## src/alst_pkg.sv

```systemverilog
`default_nettype none

package alst_pkg;

    localparam int CAPACITY = 128;
    localparam int CNT_W    = $clog2(CAPACITY + 1);
    localparam int ADDR_W   = $clog2(CAPACITY);
    localparam int OP_W     = 3;
    localparam int POS_W    = 8;
    localparam int VAL_W    = 32;
    localparam int ST_W     = 3;
    localparam int LEN_W    = 8;
    // wide enough for position and count plus one without overflow
    localparam int CMP_W    = ((CNT_W > POS_W) ? CNT_W : POS_W) + 1;

    typedef enum logic [OP_W-1:0] {
        OP_INSERT = 3'd0,
        OP_DELETE = 3'd1,
        OP_GET    = 3'd2,
        OP_LOCATE = 3'd3,
        OP_PRED   = 3'd4,
        OP_SUCC   = 3'd5,
        OP_CLEAR  = 3'd6
    } t_op;

    typedef enum logic [ST_W-1:0] {
        ST_OK         = 3'd0,
        ST_BADPOS     = 3'd1,
        ST_FULL       = 3'd2,
        ST_NOTFOUND   = 3'd3,
        ST_NONEIGHBOR = 3'd4
    } t_status;

    typedef struct packed {
        logic load;
        logic eval;
        logic run;
        logic commit;
    } t_cmd;

    typedef struct packed {
        logic quick;
        logic run_done;
    } t_sts;

endpackage

`default_nettype wire

```

## src/array_list_engine.sv

```systemverilog
// Flow: an item that touches no entry (clear, rejected position, full list, empty search,
//   append) goes from EVAL straight to FIN; any other item first walks n entries in RUN,
//   n being at most the list length.
// Occupancy: one item in flight; the next transfer is taken once the result is committed
//   to the output register; the walk is paced at one entry per cycle by the entry RAM's
//   single read port.
// Reset: synchronous active low; empties the list and drops any pending result.
`default_nettype none

module array_list_engine (
    input  wire logic                              i_clk,
    input  wire logic                              i_rst_n,
    // input channel
    input  wire logic                              i_valid,
    output logic                                   o_ready,
    input  wire logic        [alst_pkg::OP_W-1:0]  i_operation,
    input  wire logic        [alst_pkg::POS_W-1:0] i_position,
    input  wire logic signed [alst_pkg::VAL_W-1:0] i_value,
    // result channel
    output logic                                   o_valid,
    input  wire logic                              i_ready,
    output logic             [alst_pkg::ST_W-1:0]  o_status,
    output logic signed      [alst_pkg::VAL_W-1:0] o_value_out,
    output logic             [alst_pkg::POS_W-1:0] o_found_position,
    output logic             [alst_pkg::LEN_W-1:0] o_length,
    output logic                                   o_empty_res
);

    // The controller walks IDLE -> EVAL -> RUN -> FIN. EVAL checks the
    // position against the length and sets up the walk; RUN streams reads
    // through the entry RAM, one address per cycle, and acts on each word
    // in the cycle after its read (shift up, shift down, capture or compare); FIN
    // commits the new length and the result into the output register.
    // The output register lets a new transfer in while a result waits.
    alst_pkg::t_cmd cmd;
    alst_pkg::t_sts sts;

    alst_ctrl u_ctrl (
        .i_clk   (i_clk),
        .i_rst_n (i_rst_n),
        .i_valid (i_valid),
        .o_ready (o_ready),
        .o_valid (o_valid),
        .i_ready (i_ready),
        .i_sts   (sts),
        .o_cmd   (cmd)
    );

    alst_dp u_dp (
        .i_clk            (i_clk),
        .i_rst_n          (i_rst_n),
        .i_cmd            (cmd),
        .o_sts            (sts),
        .i_operation      (i_operation),
        .i_position       (i_position),
        .i_value          (i_value),
        .o_status         (o_status),
        .o_value_out      (o_value_out),
        .o_found_position (o_found_position),
        .o_length         (o_length),
        .o_empty_res      (o_empty_res)
    );

endmodule

`default_nettype wire

```

## src/alst_ram.sv

```systemverilog
`default_nettype none

module alst_ram #(
    parameter int WIDTH = 32,
    parameter int DEPTH = 128
) (
    input  wire logic                     i_clk,
    input  wire logic                     i_we,
    input  wire logic [$clog2(DEPTH)-1:0] i_waddr,
    input  wire logic [WIDTH-1:0]         i_wdata,
    input  wire logic [$clog2(DEPTH)-1:0] i_raddr,
    output logic      [WIDTH-1:0]         o_rdata
);

    logic [WIDTH-1:0] r_mem [DEPTH];
    logic [WIDTH-1:0] r_rdata;

    always_ff @(posedge i_clk) begin
        if (i_we) begin
            r_mem[i_waddr] <= i_wdata;
        end
        r_rdata <= r_mem[i_raddr];
    end

    assign o_rdata = r_rdata;

endmodule

`default_nettype wire

```

## src/alst_ctrl.sv

```systemverilog
`default_nettype none

module alst_ctrl (
    input  wire logic          i_clk,
    input  wire logic          i_rst_n,
    input  wire logic          i_valid,
    output logic               o_ready,
    output logic               o_valid,
    input  wire logic          i_ready,
    input  wire alst_pkg::t_sts i_sts,
    output alst_pkg::t_cmd     o_cmd
);

    typedef enum logic [3:0] {
        S_IDLE = 4'b0001,
        S_EVAL = 4'b0010,
        S_RUN  = 4'b0100,
        S_FIN  = 4'b1000
    } t_state;

    t_state r_state, n_state;
    logic   r_ovalid, n_ovalid;
    logic   slot_free;

    assign slot_free = !r_ovalid || i_ready;

    always_comb begin
        n_state      = r_state;
        o_cmd        = '0;
        o_cmd.load   = (r_state == S_IDLE) && i_valid;
        o_cmd.eval   = (r_state == S_EVAL);
        o_cmd.run    = (r_state == S_RUN);
        o_cmd.commit = (r_state == S_FIN) && slot_free;
        case (r_state)
            S_IDLE: begin
                if (i_valid) n_state = S_EVAL;
            end
            S_EVAL: begin
                n_state = i_sts.quick ? S_FIN : S_RUN;
            end
            S_RUN: begin
                if (i_sts.run_done) n_state = S_FIN;
            end
            S_FIN: begin
                if (slot_free) n_state = S_IDLE;
            end
            default: n_state = S_IDLE;
        endcase
        // a new result replaces the old one only once it is taken
        if (o_cmd.commit) begin
            n_ovalid = 1'b1;
        end else if (i_ready) begin
            n_ovalid = 1'b0;
        end else begin
            n_ovalid = r_ovalid;
        end
    end

    always_ff @(posedge i_clk) begin
        if (!i_rst_n) begin
            r_state  <= S_IDLE;
            r_ovalid <= 1'b0;
        end else begin
            r_state  <= n_state;
            r_ovalid <= n_ovalid;
        end
    end

    assign o_ready = (r_state == S_IDLE);
    assign o_valid = r_ovalid;

endmodule

`default_nettype wire

```

## src/alst_dp.sv

```systemverilog
`default_nettype none

module alst_dp (
    input  wire logic                                i_clk,
    input  wire logic                                i_rst_n,
    input  wire alst_pkg::t_cmd                      i_cmd,
    output alst_pkg::t_sts                           o_sts,
    input  wire logic        [alst_pkg::OP_W-1:0]    i_operation,
    input  wire logic        [alst_pkg::POS_W-1:0]   i_position,
    input  wire logic signed [alst_pkg::VAL_W-1:0]   i_value,
    output logic             [alst_pkg::ST_W-1:0]    o_status,
    output logic signed      [alst_pkg::VAL_W-1:0]   o_value_out,
    output logic             [alst_pkg::POS_W-1:0]   o_found_position,
    output logic             [alst_pkg::LEN_W-1:0]   o_length,
    output logic                                     o_empty_res
);

    localparam int CW = alst_pkg::CNT_W;

    alst_pkg::t_op     r_op, n_op;
    logic [alst_pkg::POS_W-1:0] r_pos, n_pos;
    logic signed [alst_pkg::VAL_W-1:0] r_val, n_val;
    logic [CW-1:0]     r_count, n_count;
    logic [CW-1:0]     r_ra, n_ra;
    logic [CW-1:0]     r_left, n_left;
    logic              r_up, n_up;
    logic              r_dv, n_dv;
    logic [CW-1:0]     r_da, n_da;
    logic signed [alst_pkg::VAL_W-1:0] r_prev, n_prev;
    logic              r_found, n_found;
    logic              r_pend, n_pend;
    alst_pkg::t_status r_status, n_status;
    logic signed [alst_pkg::VAL_W-1:0] r_vout, n_vout;
    logic [CW-1:0]     r_fpos, n_fpos;

    logic [alst_pkg::ST_W-1:0]  r_ostatus;
    logic signed [alst_pkg::VAL_W-1:0] r_ovalue;
    logic [alst_pkg::POS_W-1:0] r_ofpos;
    logic [alst_pkg::LEN_W-1:0] r_olen;
    logic                       r_oempty;

    logic [alst_pkg::POS_W-1:0] pos_dec;
    logic [CW-1:0]              pos_m1;
    logic [alst_pkg::CMP_W-1:0] pos_x, cnt_x;
    logic                       bad_ins, bad_rd, full, issue;
    logic [CW-1:0]              da_inc, da_dec;

    logic                       ram_we;
    logic [alst_pkg::ADDR_W-1:0] ram_waddr;
    logic signed [alst_pkg::VAL_W-1:0] ram_wdata, rd_data;

    alst_ram #(
        .WIDTH (alst_pkg::VAL_W),
        .DEPTH (alst_pkg::CAPACITY)
    ) u_ram (
        .i_clk   (i_clk),
        .i_we    (ram_we),
        .i_waddr (ram_waddr),
        .i_wdata (ram_wdata),
        .i_raddr (r_ra[alst_pkg::ADDR_W-1:0]),
        .o_rdata (rd_data)
    );

    assign pos_dec = r_pos - alst_pkg::POS_W'(1);
    assign pos_m1  = CW'(pos_dec);
    assign pos_x   = alst_pkg::CMP_W'(r_pos);
    assign cnt_x   = alst_pkg::CMP_W'(r_count);
    assign bad_ins = (r_pos == '0) || (pos_x > cnt_x + alst_pkg::CMP_W'(1));
    assign bad_rd  = (r_pos == '0) || (pos_x > cnt_x);
    assign full    = (r_count == CW'(alst_pkg::CAPACITY));
    assign issue   = i_cmd.run && (r_left != '0);
    assign da_inc  = r_da + CW'(1);
    assign da_dec  = r_da - CW'(1);

    always_comb begin
        n_op     = r_op;
        n_pos    = r_pos;
        n_val    = r_val;
        n_count  = r_count;
        n_ra     = r_ra;
        n_left   = r_left;
        n_up     = r_up;
        n_da     = r_ra;
        n_dv     = issue;
        n_prev   = r_prev;
        n_found  = r_found;
        n_pend   = r_pend;
        n_status = r_status;
        n_vout   = r_vout;
        n_fpos   = r_fpos;
        ram_we    = 1'b0;
        ram_waddr = pos_m1[alst_pkg::ADDR_W-1:0];
        ram_wdata = r_val;

        if (i_cmd.load) begin
            n_op  = alst_pkg::t_op'(i_operation);
            n_pos = i_position;
            n_val = i_value;
        end

        if (i_cmd.eval) begin
            n_status = alst_pkg::ST_OK;
            n_vout   = '0;
            n_fpos   = '0;
            n_found  = 1'b0;
            n_pend   = 1'b0;
            n_left   = '0;
            n_up     = 1'b1;
            n_ra     = '0;
            case (r_op)
                alst_pkg::OP_INSERT: begin
                    if (bad_ins) begin
                        n_status = alst_pkg::ST_BADPOS;
                    end else if (full) begin
                        n_status = alst_pkg::ST_FULL;
                    end else if (pos_m1 != r_count) begin
                        // walk from the tail down to the insert point
                        n_ra   = r_count - CW'(1);
                        n_left = r_count - pos_m1;
                        n_up   = 1'b0;
                    end
                end
                alst_pkg::OP_DELETE: begin
                    if (bad_rd) begin
                        n_status = alst_pkg::ST_BADPOS;
                    end else begin
                        n_ra   = pos_m1;
                        n_left = r_count - pos_m1;
                    end
                end
                alst_pkg::OP_GET: begin
                    if (bad_rd) begin
                        n_status = alst_pkg::ST_BADPOS;
                    end else begin
                        n_ra   = pos_m1;
                        n_left = CW'(1);
                    end
                end
                alst_pkg::OP_LOCATE, alst_pkg::OP_PRED, alst_pkg::OP_SUCC: begin
                    n_status = alst_pkg::ST_NOTFOUND;
                    n_left   = r_count;
                end
                default: ;
            endcase
        end

        if (issue) begin
            n_ra   = r_up ? r_ra + CW'(1) : r_ra - CW'(1);
            n_left = r_left - CW'(1);
        end

        if (r_dv) begin
            case (r_op)
                alst_pkg::OP_INSERT: begin
                    ram_we    = 1'b1;
                    ram_waddr = da_inc[alst_pkg::ADDR_W-1:0];
                    ram_wdata = rd_data;
                end
                alst_pkg::OP_DELETE: begin
                    if (r_da == pos_m1) begin
                        n_vout = rd_data;
                    end else begin
                        ram_we    = 1'b1;
                        ram_waddr = da_dec[alst_pkg::ADDR_W-1:0];
                        ram_wdata = rd_data;
                    end
                end
                alst_pkg::OP_GET: begin
                    n_vout = rd_data;
                end
                alst_pkg::OP_LOCATE, alst_pkg::OP_PRED, alst_pkg::OP_SUCC: begin
                    n_prev = rd_data;
                    if (r_pend) begin
                        n_vout   = rd_data;
                        n_status = alst_pkg::ST_OK;
                        n_pend   = 1'b0;
                    end else if (!r_found && (rd_data == r_val)) begin
                        n_found = 1'b1;
                        n_left  = '0;
                        if (r_op == alst_pkg::OP_LOCATE) begin
                            n_fpos   = da_inc;
                            n_status = alst_pkg::ST_OK;
                        end else if (r_op == alst_pkg::OP_PRED) begin
                            if (r_da == '0) begin
                                n_status = alst_pkg::ST_NONEIGHBOR;
                            end else begin
                                n_vout   = r_prev;
                                n_status = alst_pkg::ST_OK;
                            end
                        end else if (da_inc >= r_count) begin
                            n_status = alst_pkg::ST_NONEIGHBOR;
                        end else begin
                            // the next entry is already being read
                            n_pend = 1'b1;
                        end
                    end
                end
                default: ;
            endcase
        end

        if (i_cmd.commit) begin
            if (r_status == alst_pkg::ST_OK) begin
                case (r_op)
                    alst_pkg::OP_INSERT: begin
                        ram_we    = 1'b1;
                        ram_waddr = pos_m1[alst_pkg::ADDR_W-1:0];
                        ram_wdata = r_val;
                        n_count   = r_count + CW'(1);
                    end
                    alst_pkg::OP_DELETE: n_count = r_count - CW'(1);
                    alst_pkg::OP_CLEAR:  n_count = '0;
                    default: ;
                endcase
            end
        end
    end

    assign o_sts.quick    = (n_left == '0);
    assign o_sts.run_done = (r_left == '0) && !r_dv && !r_pend;

    always_ff @(posedge i_clk) begin
        if (!i_rst_n) begin
            r_count <= '0;
            r_left  <= '0;
            r_dv    <= 1'b0;
            r_pend  <= 1'b0;
            r_found <= 1'b0;
        end else begin
            r_count <= n_count;
            r_left  <= n_left;
            r_dv    <= n_dv;
            r_pend  <= n_pend;
            r_found <= n_found;
        end
    end

    always_ff @(posedge i_clk) begin
        r_op     <= n_op;
        r_pos    <= n_pos;
        r_val    <= n_val;
        r_ra     <= n_ra;
        r_up     <= n_up;
        r_da     <= n_da;
        r_prev   <= n_prev;
        r_status <= n_status;
        r_vout   <= n_vout;
        r_fpos   <= n_fpos;
        if (i_cmd.commit) begin
            r_ostatus <= r_status;
            r_ovalue  <= r_vout;
            r_ofpos   <= alst_pkg::POS_W'(r_fpos);
            r_olen    <= alst_pkg::LEN_W'(n_count);
            r_oempty  <= (n_count == '0);
        end
    end

    assign o_status         = r_ostatus;
    assign o_value_out      = r_ovalue;
    assign o_found_position = r_ofpos;
    assign o_length         = r_olen;
    assign o_empty_res      = r_oempty;

endmodule

`default_nettype wire

```

## config.mk

```make
export PLATFORM = sky130hd
export DESIGN_NAME = array_list_engine
export DESIGN_NICKNAME = d
export VERILOG_FILES = /design/src/alst_pkg.sv /design/src/array_list_engine.sv /design/src/alst_ram.sv /design/src/alst_ctrl.sv /design/src/alst_dp.sv
export SDC_FILE = /design/constraint.sdc
export NUM_CORES = 2
export LEC_CHECK = 0
export ABC_CLOCK_PERIOD_IN_PS = 12940
export BUFFER_PORTS_ARGS = -buffer_cell sky130_fd_sc_hd__buf_2
export CAP_MARGIN = 25
export CELL_PAD_IN_SITES_DETAIL_PLACEMENT = 0
export CELL_PAD_IN_SITES_GLOBAL_PLACEMENT = 1
export CORE_UTILIZATION = 30
export DETAILED_ROUTE_END_ITERATION = 8
export PLACE_DENSITY = 0.48
export RECOVER_POWER = 25
export SLEW_MARGIN = 15
export SYNTH_ARGS = -nofsm -noshare
export SYNTH_HDL_FRONTEND = slang
export SYNTH_HIERARCHICAL = 1
export SYNTH_SLANG_ARGS = --single-unit
```

## constraint.sdc

```tcl
create_clock -name i_clk -period 12.94 [get_ports i_clk]
set_input_delay 0.647 -clock i_clk [delete_from_list [all_inputs] [get_ports i_clk]]
set_output_delay 0.647 -clock i_clk [all_outputs]
set_load 0.1 [all_outputs]
```

# Yosys cells after proc, flatten, opt, wreduce, memory -nomap -nowiden
# Memory sizes are Yosys's and may differ from the RTL's. A register that Yosys moved wholly into a read port is not among the register bits.
# Index checks and enable logic that the tools add are counted.
# W data, S select, Z words.
# word_totals
word_cells	174
ff_bits	211
mem_count	1
in_bits	47
ram_bits	4096
# classes
addsub	10
n_reduce_logical	28
n_bitwise	1
magnitude_cmp	3
eq_ne	17
mux	92
# mem_list
memory	words	word_bits	rd	rd_ports_with_merged_regs	write_ports	line_no	rtl
u_dp.u_ram.r_mem	128	32	1	1	1	alst_ram.sv:15	logic [WIDTH-1:0] r_mem [DEPTH];
# op_table
operator	n
$mux W32	13
$mux W8	25
$pmux W32 S3	1
$pmux W32 S2	1
$logic_not A8 Y1	5
$mux W7	5
$eq A32 B32 Y1	1
$pmux W8 S4	1
$sub A8 B1 Y8 const B	4
$mux W3	10
$mux W1	25
$add A8 B1 Y8 const B	3
$pmux W8 S3	1
$mux W4	4
$pmux W4 S4	1
$pmux W8 S2	1
$pmux W7 S2	1
$add A8 B1 Y9 const B	1
$eq A3 B3 Y1 const B	3
$gt A8 B9 Y1	1
$pmux W3 S3	1
$eq A8 B8 Y1	1
$eq A8 B8 Y1 const B	1
$ge A8 B8 Y1	1
25 further kinds	40

# Longest topological paths before layout
# depth
depth_word	15
depth_mapped	20
depth_no_buf	18

# Cells and area by module
# The synthesis kept the hierarchy.
# by_module_without_submodules
mod	cells_per_inst	n_inst	area_per_inst_um2
alst_ram	5990	1	156276.1
alst_dp	1071	1	11533.6
alst_ctrl	32	1	282.8

# Worst setup path after synthesis
# No wires, ideal clock.
# synth_timing
path_kind	register -> register
from	register u_dp/r_pos[5] (netlist bit)
to	memory u_dp.u_ram.r_mem[78][0], enable pin
stages_incl_launch_ff	14
required_ns	12.479
setup_ns	0.461
t_arrival_ns	6.004
setup_slack_ns	6.475
cell_sequence	edfxtp_1 -> or4_4 -> or4_4 -> xnor2_4 -> xnor2_1 -> nand2_1 -> or4_1 -> clkbuf_1 -> nand3_1 -> o21ai_0 -> a21oi_1 -> nor2b_1 -> nand3_1 -> nor3_1
# synth_between
elab_cells_between_ends	16
# synth_lines
item	line_no	rtl
from (decl)	alst_dp.sv:21	logic [alst_pkg::POS_W-1:0] r_pos, n_pos;
from (signal assigned)	alst_dp.sv:240	r_pos <= n_pos;
$sub A8 B1 Y8 (*)	alst_dp.sv:64	assign pos_dec = r_pos - alst_pkg::POS_W'(1);
$eq A8 B8 Y1 (*)	alst_dp.sv:160	if (r_da == pos_m1) begin
$mux W7 (*)	alst_dp.sv:160	
$pmux W7 S2 (*)	alst_dp.sv:153	case (r_op)
$mux W7 (*)	alst_dp.sv:152	if (r_dv) begin
$mux W7	alst_dp.sv:204	case (r_op)
$mux W7	alst_dp.sv:203	if (r_status == alst_pkg::ST_OK) begin
$mux W7 (*)	alst_dp.sv:202	if (i_cmd.commit) begin
via u_dp.ram_waddr (one bit)	alst_dp.sv:49	logic [alst_pkg::ADDR_W-1:0] ram_waddr;
to (decl)	alst_ram.sv:15	
# The timed path passes the listed nets; every way through them passes the cells marked *.

==> impl_results.html <==
<table>
<tr><th>Metric</th><th>Value</th></tr>
<tr><th colspan="2">GRT</th></tr>
<tr><td>Initial antenna violation count</td><td>91</td></tr>
<tr><td>Global-route wire length before repair</td><td>698000 µm</td></tr>
<tr><td>Largest net degree at the start of global routing</td><td>122</td></tr>
<tr><td>Overall global routing resource usage</td><td>17.9%</td></tr>
<tr><td>Number of global-route vias before repair</td><td>79.4k</td></tr>
<tr><td>Global-route congestion overflow total</td><td>0</td></tr>
<tr><th colspan="2">Routing</th></tr>
<tr><td>Overall routed net length</td><td>516000 µm</td></tr>
<tr><td>Number of DRC markers after the initial detailed-route iteration</td><td>9539</td></tr>
<tr><td>TritonRoute pass-1 iters</td><td>6</td></tr>
<tr><td>Via count</td><td>80.0k</td></tr>
<tr><td>Number of nets with antenna violations after detailed routing</td><td>0</td></tr>
<tr><td>DRC violation count after routing</td><td>0</td></tr>
<tr><td>WL per Instance</td><td>33.4 µm</td></tr>
<tr><td>Via density per instance</td><td>5.17</td></tr>
<tr><th colspan="2">Clocking</th></tr>
<tr><td>CTS tree</td><td>built</td></tr>
<tr><td>Root buffer selected by CTS</td><td>sky130_fd_sc_hd__clkbuf_16</td></tr>
<tr><td>Total CTS buffers</td><td>448</td></tr>
<tr><td>Number of buffers inserted by post-CTS setup repair</td><td>0</td></tr>
<tr><td>Number of levels in the clock H-tree</td><td>5</td></tr>
<tr><td>Resized cells post-CTS</td><td>0</td></tr>
<tr><td>TritonCTS sink count</td><td>4339</td></tr>
<tr><td># hold bufs at CTS</td><td>47</td></tr>
<tr><td>Later-pin clock latency in the skew report</td><td>1.04 ns</td></tr>
<tr><td>Buffer depth of the longest clock path</td><td>4</td></tr>
<tr><td>CTS clock-pin slew for the worst setup and hold paths</td><td>0.06 ns</td></tr>
<tr><th colspan="2">Synth</th></tr>
<tr><td>Mapped Cells</td><td>7093</td></tr>
<tr><td>Synth Net Count</td><td>7183</td></tr>
<tr><td>Syn Std Cell Area</td><td>0.168 mm²</td></tr>
<tr><td>Post-synth EDFFs</td><td>4232</td></tr>
<tr><td>Main flop type after synthesis</td><td>sky130_fd_sc_hd__edfxtp_1</td></tr>
<tr><td>Sequential-to-total area share from yosys stat</td><td>76.9%</td></tr>
<tr><td>Number of storage elements in the synthesis netlist</td><td>4339</td></tr>
<tr><td>Synthesized area per cell</td><td>23.7 µm²</td></tr>
<tr><td>Yosys warns</td><td>6</td></tr>
<tr><td>Async SR Flop Fraction</td><td>0%</td></tr>
<tr><td>Synth unique cells</td><td>83</td></tr>
<tr><th colspan="2">Final layout</th></tr>
<tr><td>Syn-to-layout area delta</td><td>16.6%</td></tr>
<tr><td>Finished Core Util</td><td>35.2%</td></tr>
<tr><td>Most common cell after layout, fill and taps aside</td><td>sky130_fd_sc_hd__edfxtp_1</td></tr>
<tr><td>Layout cell share with drive strength beyond 1</td><td>31.3%</td></tr>
<tr><td>NumNets Final</td><td>7684</td></tr>
<tr><td>Leading cell types in the layout, fill and taps excluded</td><td>sky130_fd_sc_hd__edfxtp_1, sky130_fd_sc_hd__mux4_2, sky130_fd_sc_hd__clkbuf_16</td></tr>
<tr><th colspan="2">Setup path</th></tr>
<tr><td>Required time worst endpoint</td><td>13.49 ns</td></tr>
<tr><td>Worst path bufs/invs</td><td>4</td></tr>
<tr><td>Number of gates on the worst path with buffers counted</td><td>10</td></tr>
<tr><td>Series of cell instances along the critical path</td><td>or4b_1 &gt; and2b_2 &gt; clkbuf_1 &gt; or4b_2 &gt; o211ai_1 &gt; a21oi_4 &gt; buf_4 &gt; mux2_1 &gt; clkbuf_1 &gt; clkbuf_1</td></tr>
<tr><td>Critical path arrival</td><td>9.95 ns</td></tr>
<tr><td>Max Fanout on Critical Path</td><td>54</td></tr>
<tr><td>Worst path most repeated cell</td><td>sky130_fd_sc_hd__clkbuf_1</td></tr>
<tr><td>Type of the worst setup path</td><td>reg2reg</td></tr>
<tr><td>Path depth of the worst reg2reg path</td><td>10</td></tr>
<tr><td>Critical path capture point type</td><td>register</td></tr>
<tr><td>Category of cells accounting for the largest share of critical-path delay</td><td>buffers and inverters</td></tr>
<tr><td>Stage delay of the slowest cell on the critical path</td><td>2.14 ns</td></tr>
<tr><td>Critical-path top delay cell</td><td>sky130_fd_sc_hd__clkbuf_1</td></tr>
<tr><td>Element type at the critical path start</td><td>register</td></tr>
<tr><th colspan="2">STA</th></tr>
<tr><td>Total count of max-transition violations in the final report</td><td>2069</td></tr>
<tr><td>Shortest period the worst path allows</td><td>9.40 ns</td></tr>
<tr><td>Final Hold Fails</td><td>0</td></tr>
<tr><td>F_max</td><td>0.106 GHz</td></tr>
<tr><td>Post-route setup TNS</td><td>0 ns</td></tr>
<tr><td>Fin crit share</td><td>72.6%</td></tr>
<tr><td>Worst slew pin tran</td><td>3.84 ns</td></tr>
<tr><td># setup viols final</td><td>0</td></tr>
<tr><td>Setup skew after layout</td><td>0.0555 ns</td></tr>
<tr><td>Slew HR</td><td>-156%</td></tr>
<tr><td>RSZ-0062 raised after global routing</td><td>false</td></tr>
<tr><th colspan="2">Floorplanning</th></tr>
<tr><td>I/O pin count</td><td>101</td></tr>
<tr><td>Die Outline Area</td><td>0.563 mm²</td></tr>
<tr><td>Rows</td><td>274</td></tr>
<tr><td>Chip height</td><td>751 µm</td></tr>
<tr><td>Die Width</td><td>751 µm</td></tr>
<tr><td>Starting density of the core</td><td>30.2%</td></tr>
<tr><td>Floorplan Core Area</td><td>0.557 mm²</td></tr>
<tr><th colspan="2">Status</th></tr>
<tr><td>Failing checks</td><td>capacitance limit, slew limit</td></tr>
<tr><td>Status</td><td>complete, but fails checks</td></tr>
<tr><th colspan="2">Power</th></tr>
<tr><td>Pwr per Cell Area</td><td>152 mW/mm²</td></tr>
<tr><td>Maximum vdd ir drop</td><td>113 µV</td></tr>
<tr><td>Leakage power summed over all cells</td><td>60.0 nW</td></tr>
<tr><th colspan="2">Placed design</th></tr>
<tr><td>IO buf count</td><td>100</td></tr>
<tr><td>Placed wire-length estimate</td><td>321000 µm</td></tr>
<tr><td>RePlAce Congestion</td><td>0.812</td></tr>
<tr><th colspan="2">Min path</th></tr>
<tr><td>Hold/Removal Path Class</td><td>in2reg</td></tr>
<tr><td>Number of cells traversed by the worst hold path</td><td>2</td></tr>
<tr><th colspan="2">Job</th></tr>
<tr><td>Number of max-cap violations</td><td>47</td></tr>
</table>
-- cells in the mapped netlist (36+ instances only) --
master	number	area (µm²)
sky130_fd_sc_hd__edfxtp_1	4232	127000
sky130_fd_sc_hd__o21a_1	36	270
sky130_fd_sc_hd__mux4_2	1344	30300
sky130_fd_sc_hd__inv_1	36	135
sky130_fd_sc_hd__a21oi_1	46	230
sky130_fd_sc_hd__buf_2	80	400
sky130_fd_sc_hd__buf_1	51	191
sky130_fd_sc_hd__clkbuf_1	236	886
sky130_fd_sc_hd__dfxtp_1	107	2140
sky130_fd_sc_hd__xnor2_1	41	359
sky130_fd_sc_hd__nor2_1	188	706
sky130_fd_sc_hd__o21ai_0	89	445
sky130_fd_sc_hd__ha_1	41	513
sky130_fd_sc_hd__nand2_1	55	206
sky130_fd_sc_hd__mux2_2	101	1140
sky130_fd_sc_hd__xor2_1	43	377
sky130_fd_sc_hd__nor2b_1	52	325
-- through the flow --
step	power [mW]	std cells	setup slack, ns	hold slack, ns	cell area [µm²]
finish	29.8	15468	3.54	0.340	196000
global route	30.6	15435	2.89	0.289	196000
CTS	30.1	15415	5.67	0.230	196000
detailed placement	17.3	14534	5.70	0.411	181000
global placement	17.2	14449	5.78	0.418	179000
floorplan	16.5	7093	6.48	0.367	168000
-- routing by layer --
metal | GRT usage [%] | share of wire, % | vias up
met2 | 27.1 | 45 | 3222
met3 | 2.97 | 7.5 | 558
li1 | - | - | 31640
met5 | 0 | 0.018 | -
met4 | 3.46 | 2.1 | 14
met1 | 27.5 | 46 | 44601
-- cells by family after synthesis --
group                    after synthesis  share of synthesized area (%)
AO/OA/AOI/OAI                        297                           1.19
XOR/XNOR                              89                          0.508
adder cells (fa/ha/maj)               46                          0.348
buffers and inverters                413                           1.01
flip-flops                          4339                           76.9
multiplexers                        1446                           18.7
AND/OR/NAND/NOR                      463                           1.38
-- state kept, by name (all words and copies together), names as in the netlist, 4 cells and up --
name,cells
u_dp/u_ram/o_rdata,32
u_dp/u_ram/r_mem,4096
u_dp/r_count,8
u_dp/r_vout,32
u_dp/r_left,8
u_dp/r_prev,32
u_dp/r_fpos,8
u_dp/r_val,32
u_dp/r_pos,8
u_dp/n_da,8
u_dp/o_value_out,32
u_dp/r_da,8
u_dp/o_found_position,8
u_ctrl/r_state,4
u_dp/o_length,8
-- final cells by class --
| type | instances | area [µm²] |
|---|---|---|
| fill | 51316 | 361000 |
| sequential | 4339 | 129000 |
| multi-input combinational | 2341 | 38200 |
| clock buffer | 553 | 11700 |
| tap | 7452 | 9320 |
| timing repair buffer | 428 | 4590 |
| clock inverter | 281 | 2720 |
| inverter | 36 | 135 |
| antenna | 38 | 95.1 |
-- final timing paths --
| check | from | end | slack (ns) |
|---|---|---|---|
| setup / recovery | u_ctrl/r_state[2] | u_dp/u_ram/r_mem[74][21] | 3.54 |
| hold / removal | i_value[27] | u_dp/r_val[27] | 0.34 |
| setup reg to reg | u_ctrl/r_state[2] | u_dp/u_ram/r_mem[74][21] | 3.54 |
| hold reg to reg | u_dp/r_vout[29] | u_dp/o_value_out[29] | 0.43 |
-- power breakdown --
| group | switching [mW] | internal, mW | leakage (nW) | total [mW] |
|---|---|---|---|---|
| Sequential | 0.0695 | 15.6 | 38.8 | 15.6 |
| Clock | 5.58 | 7.22 | 7.00 | 12.8 |
| Combinational | 0.989 | 0.364 | 14.1 | 1.35 |
-- worst register-to-register path, delay by kind of cell, from the launching register on --
| kind | cells | cell delay (ns) |
|---|---|---|
| buffers and inverters | 4 | 6.01 |
| and+or+nand+nor | 3 | 1.58 |
| AOI/OAI and AO/OA | 2 | 0.60 |
| DFF | 1 | 0.36 |
| muxes | 1 | 0.31 |
Note: power is estimated with default switching activity, not from simulation.
